File: config.mk
export PLATFORM = sky130hd
export DESIGN_NAME = ryuv_queue
export DESIGN_NICKNAME = d
export VERILOG_FILES = /design/src/rtl/ryuv_pkg.sv /design/src/rtl/ryuv_queue.sv
export SDC_FILE = /design/constraint.sdc
export NUM_CORES = 1
export LEC_CHECK = 0
export ABC_AREA = 1
export BUFFER_PORTS_ARGS = -buffer_cell sky130_fd_sc_hd__buf_2
export CORE_MARGIN = 5
export CORE_UTILIZATION = 52
export CTS_CLUSTER_DIAMETER = 100
export DETAILED_ROUTE_END_ITERATION = 12
export GPL_ROUTABILITY_DRIVEN = 1
export GPL_TIMING_DRIVEN = 0
export MAX_ROUTING_LAYER = met4
export PLACE_DENSITY = 0.82
export SETUP_SLACK_MARGIN = 0.15
export SYNTH_ARGS = -nofsm -noshare
export SYNTH_HDL_FRONTEND = slang
export SYNTH_SLANG_ARGS = --single-unit
File: constraint.sdc
create_clock -name clock -period 6.4 [get_ports clock]
set_input_delay 1.28 -clock clock [delete_from_list [all_inputs] [get_ports clock]]
set_output_delay 1.28 -clock clock [all_outputs]
set_load 0.005 [all_outputs]
File: src/rtl/ryuv_pkg.sv
// Shared constants, codes and payload types of the RGB to YUV chroma subsampler.
package ryuv_pkg;

   localparam int MAX_WIDTH   = 4096;
   localparam int MAX_HEIGHT  = 4096;

   localparam int DIM_W       = 13;
   localparam int CSR_INDEX_W = 2;
   localparam int OFS_W       = 25;
   localparam int LUMA_OFS_W  = 24;
   localparam int CIDX_W      = 23;
   localparam int COL_W       = $clog2(MAX_WIDTH);
   localparam int ROW_W       = $clog2(MAX_HEIGHT);
   localparam int LINE_DEPTH  = MAX_WIDTH / 2;
   localparam int LINE_AW     = $clog2(LINE_DEPTH);
   localparam int QUEUE_DEPTH = 4;

   localparam logic [CSR_INDEX_W-1:0] REG_FRAME_WIDTH  = 2'd0;
   localparam logic [CSR_INDEX_W-1:0] REG_FRAME_HEIGHT = 2'd1;
   localparam logic [CSR_INDEX_W-1:0] REG_OUT_FORMAT   = 2'd2;

   localparam logic [1:0] FMT_NV12    = 2'd0;
   localparam logic [1:0] FMT_YV16    = 2'd1;
   localparam logic [1:0] FMT_YUV422P = 2'd2;

   localparam logic [1:0] PLANE_LUMA = 2'd0;
   localparam logic [1:0] PLANE_U    = 2'd1;
   localparam logic [1:0] PLANE_V    = 2'd2;

   typedef struct packed {
      logic [7:0] red;
      logic [7:0] green;
      logic [7:0] blue;
   } pixel_type;

   typedef struct packed {
      logic [OFS_W-1:0] byte_offset;
      logic [7:0]       sample_value;
      logic [1:0]       plane;
      logic             last_of_item;
   } result_type;

   // All results caused by one pixel: luma always, chroma pair optionally.
   typedef struct packed {
      logic [LUMA_OFS_W-1:0] luma_offset;
      logic [7:0]            luma_value;
      logic                  has_chroma;
      logic [OFS_W-1:0]      u_offset;
      logic [7:0]            u_value;
      logic [OFS_W-1:0]      v_offset;
      logic [7:0]            v_value;
   } group_type;

   typedef struct packed {
      logic [DIM_W-1:0] width;
      logic [DIM_W-1:0] height;
      logic [1:0]       out_format;
      logic [OFS_W-1:0] luma_size;
      logic [OFS_W-1:0] second_base;
   } frame_cfg_type;

endpackage

File: src/rtl/ryuv_queue.sv
// Short queue of per-pixel result groups between the front and back ends.
module ryuv_queue (
   input  logic                clock,
   input  logic                reset,
   input  logic                push,
   input  ryuv_pkg::group_type wr_data,
   output logic                full,
   input  logic                pop,
   output ryuv_pkg::group_type rd_data,
   output logic                empty
);
   import ryuv_pkg::*;

   localparam int QPTR_W = $clog2(QUEUE_DEPTH);
   localparam int QCNT_W = $clog2(QUEUE_DEPTH + 1);

   group_type         q_mem_ff [QUEUE_DEPTH];
   logic [QPTR_W-1:0] wr_ptr_ff, wr_ptr_in, rd_ptr_ff, rd_ptr_in;
   logic [QCNT_W-1:0] count_ff, count_in;
   logic              push_ok, pop_ok;

   assign full    = (count_ff == QCNT_W'(QUEUE_DEPTH));
   assign empty   = (count_ff == '0);
   assign push_ok = push && !full;
   assign pop_ok  = pop && !empty;
   assign rd_data = q_mem_ff[rd_ptr_ff];

   always_comb begin
      wr_ptr_in = wr_ptr_ff;
      rd_ptr_in = rd_ptr_ff;
      count_in  = count_ff;
      if (push_ok) begin
         wr_ptr_in = (wr_ptr_ff == QPTR_W'(QUEUE_DEPTH - 1)) ? '0 : wr_ptr_ff + 1'b1;
      end
      if (pop_ok) begin
         rd_ptr_in = (rd_ptr_ff == QPTR_W'(QUEUE_DEPTH - 1)) ? '0 : rd_ptr_ff + 1'b1;
      end
      if (push_ok && !pop_ok) begin
         count_in = count_ff + 1'b1;
      end else if (pop_ok && !push_ok) begin
         count_in = count_ff - 1'b1;
      end
   end

   always_ff @(posedge clock) begin
      if (reset) begin
         wr_ptr_ff <= '0;
         rd_ptr_ff <= '0;
         count_ff  <= '0;
      end else begin
         wr_ptr_ff <= wr_ptr_in;
         rd_ptr_ff <= rd_ptr_in;
         count_ff  <= count_in;
      end
   end

   always_ff @(posedge clock) begin
      if (push_ok) begin
         q_mem_ff[wr_ptr_ff] <= wr_data;
      end
   end

   a_count_tracks_ptrs: assert property (@(posedge clock) disable iff (reset)
      (count_ff == '0 || count_ff == QCNT_W'(QUEUE_DEPTH)) |-> wr_ptr_ff == rd_ptr_ff)
      else $error("queue count disagrees with pointers");

endmodule

* After elaboration in Yosys (flattened, before gate mapping)
Memory sizes are Yosys's and may differ from the RTL's. A register that Yosys moved wholly into a read port is not among the register bits.
Cells that the tools add are included.
** Cells by class
- Add/subtract/negate cells :: 4
- Eq/ne operators :: 3
- Multiplexer cells :: 8
- Reductions and logical operators :: 10
** Operators with widths (number)
- $mux 2 :: 4
- $mux 3 :: 2
- $add 2x1->2 const B :: 2
- $eq 2x2->1 const B :: 2
- $logic_and 1x1->1 :: 4
- $logic_not 1->1 :: 4
- $add 3x1->3 const B :: 1
- $eq 3x3->1 const B :: 1
- $logic_not 3->1 :: 1
- $sub 3x1->3 const B :: 1
- $mux 1 :: 2
- $reduce_bool 2->1 :: 1
** Storage, ports and cells
- Register bits after elaboration :: 7
- Bits in writable memories :: 396
- Input port bits :: 103
- Output and inout bits :: 101
- Logic and storage cells :: 29
- Memories kept :: 1
** Memories
- q_mem_ff :: depth 4, width 99, read ports 1, clocked after memory_dff 1, write ports 1, line ryuv_queue.sv:17 : group_type q_mem_ff [QUEUE_DEPTH];

* Longest topological paths before layout
- Depth in word-level cells :: 7
- Mapped depth :: 13
- Mapped depth without buffers :: 13

* Least setup slack after synthesis
No wires, ideal clock.
- Path type :: input to register
- Start :: input port push
- End :: memory q_mem_ff[0][0] in the netlist's numbering, enable pin
- Setup time :: 0.558 ns
- Arrival time :: 5.544 ns
- Required time :: 5.842 ns
- Slack :: 0.298 ns
- Stages :: 2
- Buffers on the path :: 0
- Cell sequence :: nand2_1 -> nor2_1
** On the way
- Cells in the longest elaborated chain, start to end :: 3
** Ends and longest elaborated chain
- start, declared :: line ryuv_queue.sv:5 : input logic push,
- $logic_and 1x1->1 :: line ryuv_queue.sv:24 : assign push_ok = push && !full;
- $mux 1 :: line ryuv_queue.sv:58 : if (push_ok) begin
- $mux 1 (not written as such) :: line ryuv_queue.sv:59 : q_mem_ff[wr_ptr_ff] <= wr_data;
- end, declared :: line ryuv_queue.sv:17
No other way between the ends.

==> reports/qor.csv <==
stage,metric,value,unit
flow_run,number of max-cap violations,0,
critical_path,CP Cell Sequence,buf_6 -> buf_6 -> clkbuf_1 -> nor2_1 -> o22ai_1 -> buf_2,
placement,DP Cell Count,1628,
floorplan,initial core utilization,52.7,%
critical_path,CP Max Fanout,10,
worst_hold_path,WHS Path Cells,2,
power_and_ir_drop,Leak,6.40,nW
critical_path,crit path DAT,2.42,ns
routing,post-DR vias/cell,5.64,
placement,Place WS,3.16,ns
floorplan,core area,28700,um2
clock_network,"Hold-fix buffers, CTS",0,
clock_network,# clock sinks,405,
timing,Tcrit/Tclk final,57.8,%
clock_network,post-cts repair resize count,0,
final_layout,"commonest non-fill, non-tap cell in the layout",edfxtp_1,
clock_network,Skew-Pair Late Insertion Delay,0.53,ns
final_layout,nets,1396,
yosys,adder-cell share of the synthesized area,0.628,%
clock_network,setup repair bufs after CTS,0,
worst_hold_path,worst hold path class,flop to flop,
routing,"antenna viol nets, final",0,
global_routing,GRT Resource Usage Total,21.9,%
critical_path,Setup crit end kind,output port,
clock_network,H-Tree Depth,2,
floorplan,num rows,62,
placement,IO buf count,203,
final_layout,P&R area growth vs syn,20.1,%
yosys,main combinational cell family by area after synthesis,compound AO/OA/AOI/OAI gates,
placement,HPWL Detailed,22.2,mm
yosys,post-synthesis simple-gate area fraction,5.85,%
timing,"Slew Viols, Final",0,
floorplan,IO Count,204,
global_routing,first-pass GRT wire length,54.7,mm
yosys,Synth Area in Compound Gates,10.7,%
critical_path,R2R Setup Slk,3.99,ns
placement,GPL Wtd Cong,0.769,
routing,DR WL/cell,20.9,um
critical_path,most frequent CP cell,buf_6,
timing,FMAX,0.270,GHz
floorplan,Die Width,181,um
routing,WL final,35.8,mm
critical_path,worst r2r dst,q_mem_ff[3][53]$_DFFE_PP_,
power_and_ir_drop,worst vdd ir,0.395,mV
clock_network,Clock Path Buffers,3,
final_layout,fillcell total,2064,
timing,# setup viols final,0,
final_layout,final non-filler cell area,18200,um2
clock_network,Root Driver,clkbuf_16,
clock_network,cts bufs inserted,40,
timing,Final Hold Viols,0,
yosys,Post-synth ARST share,0,%
timing,RSZ-0062 raised after global routing,false,
global_routing,initial antenna violation count,8,
clock_network,"Clk pin slew, worst setup/hold paths",0.06,ns
floorplan,die area,32600,um2
routing,DRC viols,0,
yosys,mux contribution to synthesized area,0,%
critical_path,FF-to-FF Start,count_ff[0]$_SDFFE_PP0P_,
timing,Period minus WS final,3.70,ns
yosys,post-synth cell types,22,
yosys,cells after synthesis,1028,
worst_hold_path,hold path endpoint,wr_ptr_ff[1]$_SDFFE_PP0P_,
critical_path,Startpoint Class,flop,
yosys,synth warn,0,
critical_path,worst reg-to-reg path cell count,6,
critical_path,CP Class,flop to output port,
clock_network,TritonCTS clock tree,built,
final_layout,share of layout cells above drive strength 1,22.9,%
global_routing,total gr overflow,0,
routing,vias,9649,
yosys,xor/xnor share of the synthesized area,0.0579,%
final_layout,most frequent cells in the layout,"edfxtp_1, nor2_1, buf_2, o21ai_0, o22ai_1",
yosys,"Primary FF master, synth",edfxtp_1,
critical_path,CP required,5.12,ns
yosys,sequential element share of the synthesized area,79.7,%
power_and_ir_drop,Power Dens Cells,418,nW/um2
floorplan,Die Y,181,um
final_layout,Post-Layout Cell Count,1711,
worst_hold_path,hold_sp,wr_ptr_ff[1]$_SDFFE_PP0P_,
status,status,"complete, no violations",
critical_path,largest stage delay on the critical path,0.49,ns
yosys,"EDFF count, synth",396,
yosys,Syn Nets,1138,
global_routing,pin count of the biggest net entering global routing,31,
placement,placed instance area,16900,um2
global_routing,vias in the first global route,9679,
routing,DR pass1 iterations,5,
timing,Clock Skews,0.0188,ns
power_and_ir_drop,Power Total,7.60,mW
critical_path,CP max-delay cell,clkbuf_1,
yosys,Yosys reg bits,405,
yosys,Post-Syn Area,15100,um2
timing,worst-margin pin slew,0.745,ns
yosys,synthesized area per cell,14.7,um2
timing,setup ws final,2.70,ns
routing,Initial DRC Count,947,
timing,Slew headroom,50.2,%
per-layer routing:
metal	track usage (%)	vias up	share of wire, %
met5	-	-	0
met4	4.75	0	1.6
met3	5.17	53	8.2
met2	35.7	407	50
met1	28.6	4783	40
li1	-	4406	-
through the flow:
step | utilization [%] | hold slack [ns] | TNS (ns)
detailed placement | 59.0 | 0.535 | 0
global placement | 58.0 | 0.515 | -1103.25
floorplan | - | 0.483 | 0
global route | 63.3 | 0.598 | 0
finish | 63.3 | 0.544 | 0
CTS | 63.2 | 0.544 | 0
worst max-delay path, delay by kind of cell (launching register included):
family	cells	cell delay, ns
simple gates	1	0.11
buf+inv	4	1.11
compound gates	1	0.33
flops	1	0.36
where the power goes:
part           internal [mW]  switching (mW)  total [mW]  leakage [nW]
registers               3.23          0.0694        3.30          3.70
logic                  0.759            1.36        2.12          2.10
clock network           1.25           0.938        2.18         0.597
layout make-up:
class | instances | area (um2) | share of cell area [%]
inverter | 18 | 77.6 | 0.427
multi-input combinational | 541 | 2650 | 14.6
clock buffer | 48 | 1040 | 5.73
clock inverter | 25 | 185 | 1.02
timing repair buffer | 216 | 1280 | 7.02
sequential | 405 | 12100 | 66.4
tap | 384 | 480 | 2.64
buffer | 64 | 374 | 2.06
antenna | 10 | 25.0 | 0.138
how the worst max path moves through the flow:
| stage | from | to | slack (ns) |
|---|---|---|---|
| floorplan | push | q_mem_ff[0][0]$_DFFE_PP_ | 0.30 |
| global placement | push | q_mem_ff[3][51]$_DFFE_PP_ | -2.89 |
| detailed placement | push | q_mem_ff[3][54]$_DFFE_PP_ | 3.16 |
| CTS | flop | rd_data[10] | 2.67 |
| global route | flop | rd_data[10] | 2.55 |
| finish | flop | rd_data[10] | 2.70 |
kinds of logic (layout without fill, tap and decap cells):
logic type | after synthesis | count (layout)
xor+xnor | 1 | 1
simple gates | 233 | 233
flops | 405 | 405
buf+inv | 82 | 371
fa+ha+maj | 7 | 7
other cells | 0 | 10
compound gates | 300 | 300
state kept, by name, summed over array words and instances (netlist names), named ones only:
signal,flops
count_ff,3
q_mem_ff,396
rd_ptr_ff,2
wr_ptr_ff,2
cells in the mapped netlist, drive strengths merged, types with 2 or more instances:
cell | number | area, um2
inv | 17 | 68.8
o22ai | 99 | 619
buf | 24 | 224
dfxtp | 9 | 180
nand2 | 14 | 52.6
ha | 6 | 75.1
o21ai | 199 | 996
a21oi | 2 | 10.0
clkbuf | 40 | 150
nand3b | 2 | 15.0
nor2 | 215 | 807
edfxtp | 396 | 11900
Power figures use the tool's default switching activity.
