## config.mk

```make
export PLATFORM = sky130hd
export DESIGN_NAME = ryuv_back
export DESIGN_NICKNAME = d
export VERILOG_FILES = /design/src/rtl/ryuv_pkg.sv /design/src/rtl/ryuv_back.sv
export SDC_FILE = /design/constraint.sdc
export NUM_CORES = 1
export LEC_CHECK = 0
export ABC_AREA = 0
export BUFFER_PORTS_ARGS = -buffer_cell sky130_fd_sc_hd__buf_4
export CAP_MARGIN = 10
export CORE_MARGIN = 8
export CORE_UTILIZATION = 43
export DETAILED_ROUTE_END_ITERATION = 7
export GPL_TIMING_DRIVEN = 0
export PLACE_DENSITY = 0.85
export REMOVE_ABC_BUFFERS = 1
export SYNTH_ARGS = -nofsm -noshare
export SYNTH_HDL_FRONTEND = slang
export SYNTH_SLANG_ARGS = --single-unit
```

## constraint.sdc

```tcl
create_clock -name clock -period 5 [get_ports clock]
set_input_delay 1.5 -clock clock [delete_from_list [all_inputs] [get_ports clock]]
set_output_delay 1.5 -clock clock [all_outputs]
set_load 0.02 [all_outputs]
```

## src/rtl/ryuv_pkg.sv

```systemverilog
// Shared constants, codes and payload types of the RGB to YUV chroma subsampler.
package ryuv_pkg;

   localparam int MAX_WIDTH   = 4096;
   localparam int MAX_HEIGHT  = 4096;

   localparam int DIM_W       = 13;
   localparam int CSR_INDEX_W = 2;
   localparam int OFS_W       = 25;
   localparam int LUMA_OFS_W  = 24;
   localparam int CIDX_W      = 23;
   localparam int COL_W       = $clog2(MAX_WIDTH);
   localparam int ROW_W       = $clog2(MAX_HEIGHT);
   localparam int LINE_DEPTH  = MAX_WIDTH / 2;
   localparam int LINE_AW     = $clog2(LINE_DEPTH);
   localparam int QUEUE_DEPTH = 4;

   localparam logic [CSR_INDEX_W-1:0] REG_FRAME_WIDTH  = 2'd0;
   localparam logic [CSR_INDEX_W-1:0] REG_FRAME_HEIGHT = 2'd1;
   localparam logic [CSR_INDEX_W-1:0] REG_OUT_FORMAT   = 2'd2;

   localparam logic [1:0] FMT_NV12    = 2'd0;
   localparam logic [1:0] FMT_YV16    = 2'd1;
   localparam logic [1:0] FMT_YUV422P = 2'd2;

   localparam logic [1:0] PLANE_LUMA = 2'd0;
   localparam logic [1:0] PLANE_U    = 2'd1;
   localparam logic [1:0] PLANE_V    = 2'd2;

   typedef struct packed {
      logic [7:0] red;
      logic [7:0] green;
      logic [7:0] blue;
   } pixel_type;

   typedef struct packed {
      logic [OFS_W-1:0] byte_offset;
      logic [7:0]       sample_value;
      logic [1:0]       plane;
      logic             last_of_item;
   } result_type;

   // All results caused by one pixel: luma always, chroma pair optionally.
   typedef struct packed {
      logic [LUMA_OFS_W-1:0] luma_offset;
      logic [7:0]            luma_value;
      logic                  has_chroma;
      logic [OFS_W-1:0]      u_offset;
      logic [7:0]            u_value;
      logic [OFS_W-1:0]      v_offset;
      logic [7:0]            v_value;
   } group_type;

   typedef struct packed {
      logic [DIM_W-1:0] width;
      logic [DIM_W-1:0] height;
      logic [1:0]       out_format;
      logic [OFS_W-1:0] luma_size;
      logic [OFS_W-1:0] second_base;
   } frame_cfg_type;

endpackage

```

## src/rtl/ryuv_back.sv

```systemverilog
// Back end: splits result groups into single beats on the result register.
module ryuv_back (
   input  logic                 clock,
   input  logic                 reset,
   input  ryuv_pkg::group_type  q_head,
   input  logic                 q_empty,
   output logic                 q_pop,
   output logic                 rsp_empty,
   input  logic                 rsp_pop,
   output ryuv_pkg::result_type rsp_result
);
   import ryuv_pkg::*;

   logic [1:0] sel_ff, sel_in;
   logic       out_valid_ff;
   result_type out_ff, next_res;
   logic       load, take, last;

   assign load = !out_valid_ff || rsp_pop;
   assign take = load && !q_empty;
   assign last = (sel_ff == PLANE_V) || (sel_ff == PLANE_LUMA && !q_head.has_chroma);
   assign q_pop = take && last;

   always_comb begin
      next_res.last_of_item = last;
      next_res.plane        = sel_ff;
      case (sel_ff)
         PLANE_LUMA: begin
            next_res.byte_offset  = OFS_W'(q_head.luma_offset);
            next_res.sample_value = q_head.luma_value;
         end
         PLANE_U: begin
            next_res.byte_offset  = q_head.u_offset;
            next_res.sample_value = q_head.u_value;
         end
         default: begin
            next_res.byte_offset  = q_head.v_offset;
            next_res.sample_value = q_head.v_value;
         end
      endcase
   end

   always_comb begin
      sel_in = sel_ff;
      if (take) begin
         unique case (sel_ff)
            PLANE_LUMA: sel_in = q_head.has_chroma ? PLANE_U : PLANE_LUMA;
            PLANE_U:    sel_in = PLANE_V;
            default:    sel_in = PLANE_LUMA;
         endcase
      end
   end

   always_ff @(posedge clock) begin
      if (reset) begin
         sel_ff       <= PLANE_LUMA;
         out_valid_ff <= 1'b0;
      end else begin
         sel_ff <= sel_in;
         if (load) begin
            out_valid_ff <= !q_empty;
         end
      end
   end

   always_ff @(posedge clock) begin
      if (take) begin
         out_ff <= next_res;
      end
   end

   assign rsp_empty  = !out_valid_ff;
   assign rsp_result = out_ff;

   // mid-group the head must still be waiting in the queue
   a_group_held: assert property (@(posedge clock) disable iff (reset)
      sel_ff != PLANE_LUMA |-> !q_empty)
      else $error("chroma beat pending with no group at queue head");

   a_u_not_last: assert property (@(posedge clock) disable iff (reset)
      out_valid_ff && out_ff.plane == PLANE_U |-> !out_ff.last_of_item)
      else $error("U beat marked as last of its pixel");

endmodule

```

**Word-level counts from Yosys, hierarchy flattened**

Cells that the tools add are included.

- Flip-flop bits (word level): 39
- Word-level logic and storage cells: 20

- Eq/ne operators: 2
- Mux-type cells: 3
- Reductions and logical operators: 9

Operator list:

| operator | count |
|---|---|
| one-hot mux 33 bit (2 select lines) | 1 |
| one-hot mux 2 bit (2 select lines) | 1 |
| logical AND 1 bit | 3 |
| logical NOT 1 bit | 3 |
| == test 2 x 1 -> 1 bit, second input constant | 1 |
| == test 2 bit, second input constant | 1 |
| logical NOT 2 bit | 1 |
| logical OR 1 bit | 2 |
| 2-to-1 mux 1 bit | 1 |

**Longest topological paths before layout**

Gate-level depths: netlist (run 1).

- Word-level depth: 4
- Gate-level depth with buffers: 4

**Worst setup path after synthesis (run 1)**

OpenSTA, ideal clock, no wires.

- Path kind: input -> output
- From: in q_head[66] in the netlist's numbering
- To: out q_pop
- Arrival time: 2.261 ns
- Required time: 3.500 ns
- Setup slack: 1.239 ns
- Cell stages on the path: 2
- Buffers on the path: 0
- Cells stage by stage: nor2b_1 > nor4_1

- Cells in the longest elaborated chain, start to end: 4

RTL lines:

| element | line | text |
|---|---|---|
| from (decl) | ryuv_back.sv:5 | `input ryuv_pkg::group_type q_head,` |
| logical NOT 1 bit | ryuv_back.sv:21 | `assign last = (sel_ff == PLANE_V) \|\| (sel_ff == PLANE_LUMA && !q_head.has_chroma);` |
| logical AND 1 bit | ryuv_back.sv:21 |  |
| logical OR 1 bit | ryuv_back.sv:21 |  |
| logical AND 1 bit | ryuv_back.sv:22 | `assign q_pop = take && last;` |
| to (decl) | ryuv_back.sv:7 | `output logic q_pop,` |

Every way passes these cells.

**Worst setup path after layout (run 1)**

- From: in rsp_pop
- To: out q_pop

- Cells in the longest elaborated chain, start to end: 3

RTL lines:

| element | line | text |
|---|---|---|
| from (decl) | ryuv_back.sv:9 | `input logic rsp_pop,` |
| logical OR 1 bit | ryuv_back.sv:19 | `assign load = !out_valid_ff \|\| rsp_pop;` |
| logical AND 1 bit | ryuv_back.sv:20 | `assign take = load && !q_empty;` |
| logical AND 1 bit | ryuv_back.sv:22 |  |

Every way passes these cells.

==> summary.md, run 1 <==
## Clocking
- number of resized instances in the post-cts repair step: 0
- register clock-pin slew on the reported worst setup and hold paths: 0.07 ns
- buffer cell driving the clock tree root: sky130_fd_sc_hd__clkbuf_8
- post-CTS setup-driven buffer insertion count: 0
- total number of H-tree levels: 2
- number of buffers created by CTS: 5
- hold buffer count at cts: 0
- CTS tree: built
- number of buffers on the longest clock path: 2
- Clock Sinks: 39
- clock latency at the later pin of the worst-skew pair: 0.27 ns

## Place
- post-placement setup slack: 1.18 ns
- Port Buf Inserts: 140
- routability-driven placement congestion ratio: 0.742
- HPWL after DPL: 4790 µm
- number of placed cells counting well taps: 347

## STA
- Worst Slack Setup Final: 1.16 ns
- Hold Vio Cnt, Final: 0
- minimum clock period: 3.84 ns
- final setup fails: 0
- headroom to the max-slew limit: 62.2%
- count of pins over their slew limit: 0
- pin slew with the least headroom to its limit: 0.566 ns
- skew final: 0.00319 ns
- setup repair after global routing missed its margin: no
- final clock period utilization by the worst path: 76.7%
- setup TNS: 0 ns
- Max Clk Rate: 0.261 GHz

## Floorplan
- initial core utilization: 44.1%
- number of rows in the core area: 24
- number of primary I/O pins: 141
- area of the die: 6790 µm²
- Vert. Die Dim: 82.4 µm
- standard cell core area: 4290 µm²
- die extent in x: 82.4 µm

## Routing
- total met3 wirelength after detailed routing: 662 µm
- total length of routed wires: 5860 µm
- DR iter-0 viols: 104
- met2 routed wirelength: 3130 µm
- post-route ant nets: 0
- post-DR vias/cell: 4.99
- DRC violation count after routing: 0
- Vias: 1772
- Top Layer Used: met4
- DRT met1 WL: 1980 µm
- router iterations before antenna repair: 4
- Routed wire per std cell: 16.5 µm

## GRT
- All-Layer GR Usage: 17.1%
- pin count of the biggest net entering global routing: 40
- final global-route overflow total: 0
- number of antenna violations at the first check in global routing: 0
- number of global-route vias before repair: 1922
- first-pass GRT wire length: 8850 µm

## Power and ir drop
- leakage power figure: 0.00131 µW
- power per standard cell area: 265 nW/µm²
- Peak supply drop: 0.000182 V
- power consumption: 834 µW

## Worst setup path
- Setup crit end kind: primary output
- arrival time worst endpoint: 2.34 ns
- Worst Path Class, Setup: in2out
- CP startpoint kind: input port
- maximum fanout along the worst path: 7
- number of cells on the worst reg-to-reg path: 4
- Data required, critical path: 3.50 ns

## Synthesis
- Ys Warns: 0
- number of distinct library cell variants in the gate-level netlist after synthesis: 15
- average cell area after synthesis: 11.6 µm²
- Seq cells post-synth: 39
- number of instances in the synthesized netlist: 163
- combined area of all synthesized cells: 1890 µm²
- sequential-to-total area share from yosys stat: 60.2%

## Cells and area
- Register Area: 1140 µm²
- final cell utilization of the core: 73.2%
- area of the multi-input gates: 697 µm²
- area growth from synthesis to layout: 65.9%
- post-layout instance count excluding filler cells: 355
- commonest cells after routing, fill and taps aside: sky130_fd_sc_hd__buf_4, sky130_fd_sc_hd__edfxtp_1, sky130_fd_sc_hd__o21ai_0, sky130_fd_sc_hd__nand2_1, sky130_fd_sc_hd__mux2i_1
- layout cell share with drive strength beyond 1: 50.5%
- count of nets after finishing: 405
- number of diodes added for antenna fixing: 0
- fillers: 320
- most common library cell in the layout ignoring fill and taps: sky130_fd_sc_hd__buf_4

## Hold path
- worst hold path depth: 3
- Hold WC Path Type: reg2reg

## Run
- # Max-Cap Violations: 0

## Outcome
- run status: complete, no violations

## final cells by class
class | count | share of cell area [%]
sequential | 39 | 36.4
timing repair buffer | 143 | 35.8
multi-input combinational | 112 | 22.2
clock buffer | 5 | 2.19
tap | 52 | 2.07
clock inverter | 3 | 1.23
inverter | 1 | 0.119
## stage by stage
step / cell area, µm² / hold WS, ns
2_1_floorplan: 1830 / 0.636
5_1_grt: 3140 / 0.751
6_report: 3140 / 0.719
3_3_place_gp: 2950 / 0.659
3_5_place_dp: 3040 / 0.707
4_1_cts: 3140 / 0.718
## path summary, 6_finish.rpt
path	slack [ns]	endpoint	startpoint
worst max-delay path	1.16	q_pop	rsp_pop
worst min-delay path	0.72	out_valid_ff	out_valid_ff
worst max register to register	3.36	sel_ff[0]	sel_ff[1]
worst min register to register	0.72	out_valid_ff	out_valid_ff
## logic make-up after synthesis
family / after synthesis / share of synthesized area [%]
AO/OA/AOI/OAI: 37 / 9.78
buffers and inverters: 12 / 3.37
flip-flops: 39 / 60.2
multiplexers: 32 / 16.9
AND/OR/NAND/NOR: 43 / 9.71
## metal layers
metal	GRT usage, %	vias to the layer above
met5	0	-
met1	17.4	812
met4	5.44	0
met3	5.84	7
li1	-	871
met2	31.6	82
## synth_stat cells
cell type | number | area [µm²]
sky130_fd_sc_hd__dfxtp_1 | 3 | 60.1
sky130_fd_sc_hd__buf_6 | 1 | 11.3
sky130_fd_sc_hd__clkbuf_1 | 5 | 18.8
sky130_fd_sc_hd__or4b_1 | 2 | 20.0
sky130_fd_sc_hd__nor4_1 | 1 | 6.26
sky130_fd_sc_hd__nor2b_1 | 3 | 18.8
sky130_fd_sc_hd__nand2_1 | 34 | 128
sky130_fd_sc_hd__buf_2 | 3 | 15.0
sky130_fd_sc_hd__a21oi_1 | 2 | 10.0
sky130_fd_sc_hd__edfxtp_1 | 36 | 1080
sky130_fd_sc_hd__nor2_1 | 3 | 11.3
sky130_fd_sc_hd__mux2i_1 | 32 | 320
sky130_fd_sc_hd__o21ai_0 | 35 | 175
sky130_fd_sc_hd__buf_4 | 2 | 15.0
sky130_fd_sc_hd__inv_1 | 1 | 3.75
## power by group
| group | switching (µW) | internal, µW |
|---|---|---|
| sequential | 12.3 | 388 |
| combinational | 82.5 | 104 |
| clock | 101 | 146 |
| total | 196 | 638 |
## worst max-delay path, cell delays in order
cell and delay [ns]:
sky130_fd_sc_hd__buf_4 0.11, sky130_fd_sc_hd__nor2b_1 0.41, sky130_fd_sc_hd__nor4_1 0.13, sky130_fd_sc_hd__buf_4 0.19
## flip-flops by register name, summed over array words and instances, names as in the netlist
register / count
rsp_result: 36
sel_ff: 2
out_valid_ff: 1
Note: power is estimated with default switching activity, not from simulation.
==> run 2, diff against run 1 <==
--- a/config.mk
+++ b/config.mk
@@ -9,10 +9,10 @@
 export BUFFER_PORTS_ARGS = -buffer_cell sky130_fd_sc_hd__buf_4
 export CAP_MARGIN = 10
 export CORE_MARGIN = 8
-export CORE_UTILIZATION = 43
+export CORE_UTILIZATION = 36
 export DETAILED_ROUTE_END_ITERATION = 7
 export GPL_TIMING_DRIVEN = 0
-export PLACE_DENSITY = 0.85
+export PLACE_DENSITY = 0.76
 export REMOVE_ABC_BUFFERS = 1
 export SYNTH_ARGS = -nofsm -noshare
 export SYNTH_HDL_FRONTEND = slang
==> constraint.sdc (replaced) <==
create_clock -name clock -period 3.3 [get_ports clock]
set_input_delay 0.99 -clock clock [delete_from_list [all_inputs] [get_ports clock]]
set_output_delay 0.99 -clock clock [all_outputs]
set_load 0.02 [all_outputs]
==> run 2 against run 1 <==
Register-to-register slack worse by 1.7 ns. Combinational power increased by 51%. First-iteration DRC count down 49%. Total power is 44% higher. Clock power is 27% higher. Non-clock buffer count is the same. Count of clock-buffer cells in the layout stayed put. Clock skew up 0.0029 ns. Largest cell class unchanged. Highest routed layer unchanged.
==> summary.md, run 2 (same netlist as run 1, synthesis figures left out) <==
## Routing
- total length of routed wires: 5570 µm, was 5860 µm
- DR iter-0 viols: 53, was 104
- Routed wire per std cell: 14.9 µm, was 16.5 µm
- post-DR vias/cell: 4.59, was 4.99
- Vias: 1712, was 1772
- post-route ant nets: 0, unchanged
- DRC violation count after routing: 0, unchanged
- router iterations before antenna repair: 4, unchanged

## Floorplan
- area of the die: 7840 µm², was 6790 µm²
- standard cell core area: 5110 µm², was 4290 µm²
- number of primary I/O pins: 141, unchanged
- initial core utilization: 37.1%, was 44.1%
- number of rows in the core area: 26, was 24
- Vert. Die Dim: 88.5 µm, was 82.4 µm
- die extent in x: 88.5 µm, was 82.4 µm

## Place
- Port Buf Inserts: 140, unchanged
- HPWL after DPL: 4500 µm, was 4790 µm
- routability-driven placement congestion ratio: 0.741, was 0.742

## Worst setup path
- R2R Setup Slk: 1.65 ns, was 3.36 ns
- delay of the slowest cell on the worst path: 0.41 ns, about the same
- r2r startpoint: sel_ff[0], was sel_ff[1]
- critical path cell sequence: buf_4 > nor2b_1 > nor4_1 > buf_4, unchanged
- Data required, critical path: 2.31 ns, was 3.50 ns
- arrival time worst endpoint: 1.79 ns, was 2.34 ns
- maximum fanout along the worst path: 7, unchanged
- Worst Setup SP: rsp_pop, unchanged
- RR Endpoint: sel_ff[1], was sel_ff[0]
- number of cells on the worst reg-to-reg path: 3, was 4
- Setup crit end kind: primary output, unchanged
- critical-path cell with the highest stage delay: sky130_fd_sc_hd__nor2b_1, unchanged
- most frequent cell on the critical path: sky130_fd_sc_hd__buf_4, unchanged
- capture point of the worst path: q_pop, unchanged
- Worst Path Class, Setup: in2out, unchanged
- CP startpoint kind: input port, unchanged

## Power and ir drop
- net switching fraction of the power: 25.6%, was 23.5%
- Switching Power: 307 µW, was 196 µW
- Power Internal: 893 µW, was 638 µW
- leakage power figure: 0.00129 µW, was 0.00131 µW
- Combinational Power Share: 23.3%, was 22.4%
- Peak supply drop: 0.000218 V, was 0.000182 V
- clock network power share: 26.1%, was 29.6%
- power per standard cell area: 381 nW/µm², was 265 nW/µm²
- fraction of power consumed by sequential logic: 50.5%, was 48.0%

## Cells and area
- layout cell share with drive strength beyond 1: 50.8%, was 50.5%
- count of nets after finishing: 405, unchanged
- number of diodes added for antenna fixing: 0, unchanged
- Register Area: 1140 µm², unchanged
- final cell utilization of the core: 61.6%, was 73.2%
- max reg flops: 36, unchanged
- most common library cell in the layout ignoring fill and taps: sky130_fd_sc_hd__buf_4, unchanged
- area of the multi-input gates: 697 µm², unchanged
- fillers: 440, was 320
- area growth from synthesis to layout: 66.1%, was 65.9%
- commonest cells after routing, fill and taps aside: sky130_fd_sc_hd__buf_4, sky130_fd_sc_hd__edfxtp_1, sky130_fd_sc_hd__o21ai_0, sky130_fd_sc_hd__nand2_1, sky130_fd_sc_hd__mux2i_1, unchanged

## GRT
- All-Layer GR Usage: 13.8%, was 17.1%
- pin count of the biggest net entering global routing: 48, was 40
- first-pass GRT wire length: 8330 µm, was 8850 µm
- number of antenna violations at the first check in global routing: 0, unchanged
- number of global-route vias before repair: 1778, was 1922
- final global-route overflow total: 0, unchanged

## Outcome
- run status: complete, no violations, unchanged

## Clocking
- CTS tree: built, unchanged
- number of buffers on the longest clock path: 2, unchanged
- buffer cell driving the clock tree root: sky130_fd_sc_hd__clkbuf_8, unchanged
- clock latency at the later pin of the worst-skew pair: 0.28 ns, was 0.27 ns
- number of buffers created by CTS: 5, unchanged
- number of resized instances in the post-cts repair step: 0, unchanged
- total number of H-tree levels: 2, unchanged
- post-CTS setup-driven buffer insertion count: 0, unchanged
- hold buffer count at cts: 0, unchanged
- register clock-pin slew on the reported worst setup and hold paths: 0.07 ns, about the same
- Clock Sinks: 39, unchanged

## Run
- # Max-Cap Violations: 0, unchanged

## STA
- minimum clock period: 2.78 ns
- final setup fails: 0, unchanged
- setup repair after global routing missed its margin: no, unchanged
- final clock period utilization by the worst path: 84.2%
- pin slew with the least headroom to its limit: 0.620 ns, was 0.566 ns
- count of pins over their slew limit: 0, unchanged
- skew final: 0.00608 ns, was 0.00319 ns
- Hold Vio Cnt, Final: 0, unchanged
- headroom to the max-slew limit: 58.6%, was 62.2%
- Max Clk Rate: 0.360 GHz
- setup TNS: 0 ns, unchanged

## Hold path
- Hold WC Path Type: reg2reg, unchanged

==> run 2: cell count changes in the layout (fill, tap and decap cells not counted) <==
cell,previous run,this run
sky130_fd_sc_hd__clkinvlp_4,0,2
sky130_fd_sc_hd__bufinv_16,1,0
sky130_fd_sc_hd__clkinv_1,1,0
==> run 2: per-stage QoR <==
step / power [µW] / setup slack (ns) / std cells / cell area (µm²) / hold slack (ns)
after global placement: 888 / -0.534 / 362 / 2970 / 0.677
after detailed placement: 902 / 0.527 / 365 / 3060 / 0.663
after floorplan: 726 / 0.264 / 152 / 1830 / 0.636
after CTS: 1220 / 0.525 / 373 / 3150 / 0.706
after global routing: 1260 / 0.461 / 373 / 3150 / 0.769
final: 1200 / 0.522 / 373 / 3150 / 0.687
==> run 2: worst min path at each step <==
stage	start	end	slack, ns	depth (start not counted)
final	sel_ff[1]	sel_ff[1]	0.69	2
after global routing	sel_ff[1]	sel_ff[1]	0.77	2
after CTS	sel_ff[1]	sel_ff[1]	0.71	2
after detailed placement	sel_ff[1]	sel_ff[1]	0.66	2
after global placement	out_valid_ff	out_valid_ff	0.68	3
after floorplan	out_valid_ff	out_valid_ff	0.64	3
==> run 2: critical path: cells and delay by family <==
kind                   cells  cell delay [ns]
and+or+nand+nor            2             0.51
buffers and inverters      2             0.29
==> run 2: routing by layer <==
metal	share of wire [%]	up-vias	GRT usage (%)
li1	-	865	-
met1	35	778	14.4
met2	55	65	25.1
met3	8.7	4	3.90
met4	1.0	0	5.53
met5	0	-	0
==> run 2: power by group through the flow <==
stage               combinational, µW  sequential, µW  clock, µW
CTS                               285             607        330
finish                            280             606        314
floorplan                        57.7             668          0
detailed placement                284             618          0
global placement                  260             627          0
global route                      301             611        348
==> run 2: final cells by class <==
type | instances | area share, %
flip-flops and latches | 39 | 36.3
repair buffers | 143 | 35.8
multi-input cells | 112 | 22.1
well taps | 70 | 2.78
clock buffers | 5 | 2.19
clock inverters | 3 | 0.636
inverters | 1 | 0.119
==> run 3, diff against run 2 <==
--- a/config.mk
+++ b/config.mk
@@ -9,10 +9,10 @@
 export BUFFER_PORTS_ARGS = -buffer_cell sky130_fd_sc_hd__buf_4
 export CAP_MARGIN = 10
 export CORE_MARGIN = 8
-export CORE_UTILIZATION = 36
+export CORE_UTILIZATION = 40
 export DETAILED_ROUTE_END_ITERATION = 7
 export GPL_TIMING_DRIVEN = 0
-export PLACE_DENSITY = 0.76
+export PLACE_DENSITY = 0.8
 export REMOVE_ABC_BUFFERS = 1
 export SYNTH_ARGS = -nofsm -noshare
 export SYNTH_HDL_FRONTEND = slang
==> constraint.sdc (replaced) <==
create_clock -name clock -period 2.8 [get_ports clock]
set_input_delay 0.84 -clock clock [delete_from_list [all_inputs] [get_ports clock]]
set_output_delay 0.84 -clock clock [all_outputs]
set_load 0.02 [all_outputs]
==> run 3 against run 2 <==
Sequential power rose by 18%. Flip-flop and latch count did not move. Global-route usage rose by 1.3 points. Sequential share of layout area fell by 0.072 points. Die area fell by 8.2%. Via count rose by 2.5%. Core utilization rose by 6.5 points. Design area rose by 0.20%. Register-to-register slack got worse by 0.43 ns. Combinational power rose by 18%. Count of clock-buffer cells in the layout did not move. Critical path type is now reg2out. Critical endpoint unchanged. Highest routed layer unchanged.
==> summary.md, run 3 (same netlist as run 1, synthesis figures left out) <==
## Outcome
- run status: complete, no violations, unchanged

## Hold path
- Hold WC Path Type: in2reg, was reg2reg

## STA
- headroom to the max-slew limit: 57.2%, was 58.6%
- minimum clock period: 2.54 ns
- skew final: 0.00391 ns, was 0.00608 ns
- count of pins over their slew limit: 0, unchanged
- pin slew with the least headroom to its limit: 0.640 ns, was 0.620 ns
- setup repair after global routing missed its margin: no, unchanged
- Max Clk Rate: 0.393 GHz
- setup TNS: 0 ns, unchanged
- final setup fails: 0, unchanged
- Hold Vio Cnt, Final: 0, unchanged
- final clock period utilization by the worst path: 90.8%

## Worst setup path
- critical path cell sequence: buf_16 > nor2b_1 > nor4_1 > buf_4, was buf_4 > nor2b_1 > nor4_1 > buf_4
- critical-path cell with the highest stage delay: sky130_fd_sc_hd__dfxtp_2, was sky130_fd_sc_hd__nor2b_1
- CP startpoint kind: register, was input port
- depth of the critical timing path with buffers and inverters included: 4, unchanged
- Data required, critical path: 1.96 ns, was 2.31 ns
- Worst Path Class, Setup: reg2out, was in2out
- r2r startpoint: sel_ff[1], was sel_ff[0]
- Setup crit end kind: primary output, unchanged
- maximum fanout along the worst path: 37, was 7
- RR Endpoint: sel_ff[0], was sel_ff[1]
- delay of the slowest cell on the worst path: 0.71 ns, was 0.41 ns
- CP top delay family: flip-flops, was simple AND/OR/NAND/NOR gates
- Worst Setup SP: sel_ff[1], was rsp_pop
- capture point of the worst path: q_pop, unchanged
- R2R Setup Slk: 1.22 ns, was 1.65 ns
- number of buffers and inverters on the critical path: 2, unchanged
- arrival time worst endpoint: 1.70 ns, was 1.79 ns
- number of cells on the worst reg-to-reg path: 4, was 3

## Place
- routability-driven placement congestion ratio: 0.742, was 0.741
- HPWL after DPL: 4560 µm, was 4500 µm
- Port Buf Inserts: 140, unchanged
- placement-stage cell area: 3050 µm², was 3060 µm²

## Clocking
- post-CTS setup-driven buffer insertion count: 0, unchanged
- hold buffer count at cts: 0, unchanged
- register clock-pin slew on the reported worst setup and hold paths: 0.07 ns, about the same
- number of buffers created by CTS: 5, unchanged
- number of resized instances in the post-cts repair step: 0, unchanged
- buffer cell driving the clock tree root: sky130_fd_sc_hd__clkbuf_8, unchanged
- Clock Sinks: 39, unchanged
- CTS tree: built, unchanged
- total number of H-tree levels: 2, unchanged
- number of buffers on the longest clock path: 2, unchanged
- clock latency at the later pin of the worst-skew pair: 0.28 ns, about the same

## Cells and area
- most common library cell in the layout ignoring fill and taps: sky130_fd_sc_hd__buf_4, unchanged
- commonest cells after routing, fill and taps aside: sky130_fd_sc_hd__buf_4, sky130_fd_sc_hd__edfxtp_1, sky130_fd_sc_hd__o21ai_0, sky130_fd_sc_hd__nand2_1, sky130_fd_sc_hd__mux2i_1, unchanged
- area growth from synthesis to layout: 66.4%, was 66.1%
- final cell utilization of the core: 68.1%, was 61.6%
- layout cell share with drive strength beyond 1: 50.5%, was 50.8%
- max reg flops: 36, unchanged
- number of diodes added for antenna fixing: 0, unchanged
- count of nets after finishing: 405, unchanged
- final instance area: 3150 µm², about the same

## Routing
- Routed wire per std cell: 15.9 µm, was 14.9 µm
- router iterations before antenna repair: 4, unchanged
- total length of routed wires: 5670 µm, was 5570 µm
- Vias: 1755, was 1712
- post-route ant nets: 0, unchanged
- DR iter-0 viols: 110, was 53
- DRC violation count after routing: 0, unchanged
- post-DR vias/cell: 4.92, was 4.59

## GRT
- final global-route overflow total: 0, unchanged
- first-pass GRT wire length: 8620 µm, was 8330 µm
- number of global-route vias before repair: 1852, was 1778
- pin count of the biggest net entering global routing: 38, was 48
- All-Layer GR Usage: 15.1%, was 13.8%
- number of antenna violations at the first check in global routing: 0, unchanged

## Floorplan
- standard cell core area: 4630 µm², was 5110 µm²
- initial core utilization: 40.9%, was 37.1%
- number of rows in the core area: 25, was 26
- number of primary I/O pins: 141, unchanged
- Vert. Die Dim: 84.8 µm, was 88.5 µm
- area of the die: 7190 µm², was 7840 µm²
- die extent in x: 84.8 µm, was 88.5 µm

## Power and ir drop
- power per standard cell area: 474 nW/µm², was 381 nW/µm²
- Peak supply drop: 0.000266 V, was 0.000218 V
- leakage power figure: 0.00131 µW, was 0.00129 µW
- power consumption: 1500 µW, was 1200 µW

## Run
- # Max-Cap Violations: 0, unchanged

-- run 3: cell types whose count changed in the layout (fill, tap and decap cells not counted), sizes merged --
cell	change
bufinv	+1
clkinv	+1
clkinvlp	-2
-- run 3: stage by stage --
| stage | worst slack (ns) | hold WS (ns) | std cells |
|---|---|---|---|
| after global placement | -0.840 | 0.673 | 346 |
| after detailed placement | 0.334 | 0.712 | 349 |
| after floorplan | -0.0859 | 0.636 | 152 |
| final | 0.257 | 0.718 | 357 |
| after CTS | 0.215 | 0.709 | 357 |
| after global routing | 0.113 | 0.708 | 357 |
-- run 3: worst min-delay path by stage --
stage / slack, ns / endpoint / start / depth (start not counted)
global route: 0.71 / sel_ff[0] / reset / 2
floorplan: 0.64 / out_valid_ff / out_valid_ff / 3
CTS: 0.71 / sel_ff[1] / reset / 2
finish: 0.72 / sel_ff[1] / reset / 2
global placement: 0.67 / out_valid_ff / out_valid_ff / 3
detailed placement: 0.71 / out_valid_ff / out_valid_ff / 3
-- run 3: per-layer routing --
| metal | global-route usage [%] | share of wire [%] | up-vias |
|---|---|---|---|
| li1 | - | - | 869 |
| met1 | 15.9 | 38 | 810 |
| met2 | 27.8 | 54 | 70 |
| met3 | 4.15 | 6.3 | 6 |
| met4 | 5.50 | 1.3 | 0 |
| met5 | 0 | 0 | - |
-- run 3: area by class of cell --
class | instances | area (µm²)
clock buffer | 5 | 68.8
timing repair buffer | 143 | 1130
clock inverter | 3 | 38.8
tap | 54 | 67.6
fill | 379 | 1480
sequential | 39 | 1140
multi-input combinational | 112 | 697
inverter | 1 | 3.75
-- run 3: where the power goes --
group / switching (µW) / total [µW] / internal (µW) / leakage [µW]
clock: 189 / 449 / 261 / 0.0000556
combinational: 144 / 331 / 187 / 0.000880
sequential: 22.3 / 715 / 693 / 0.000376
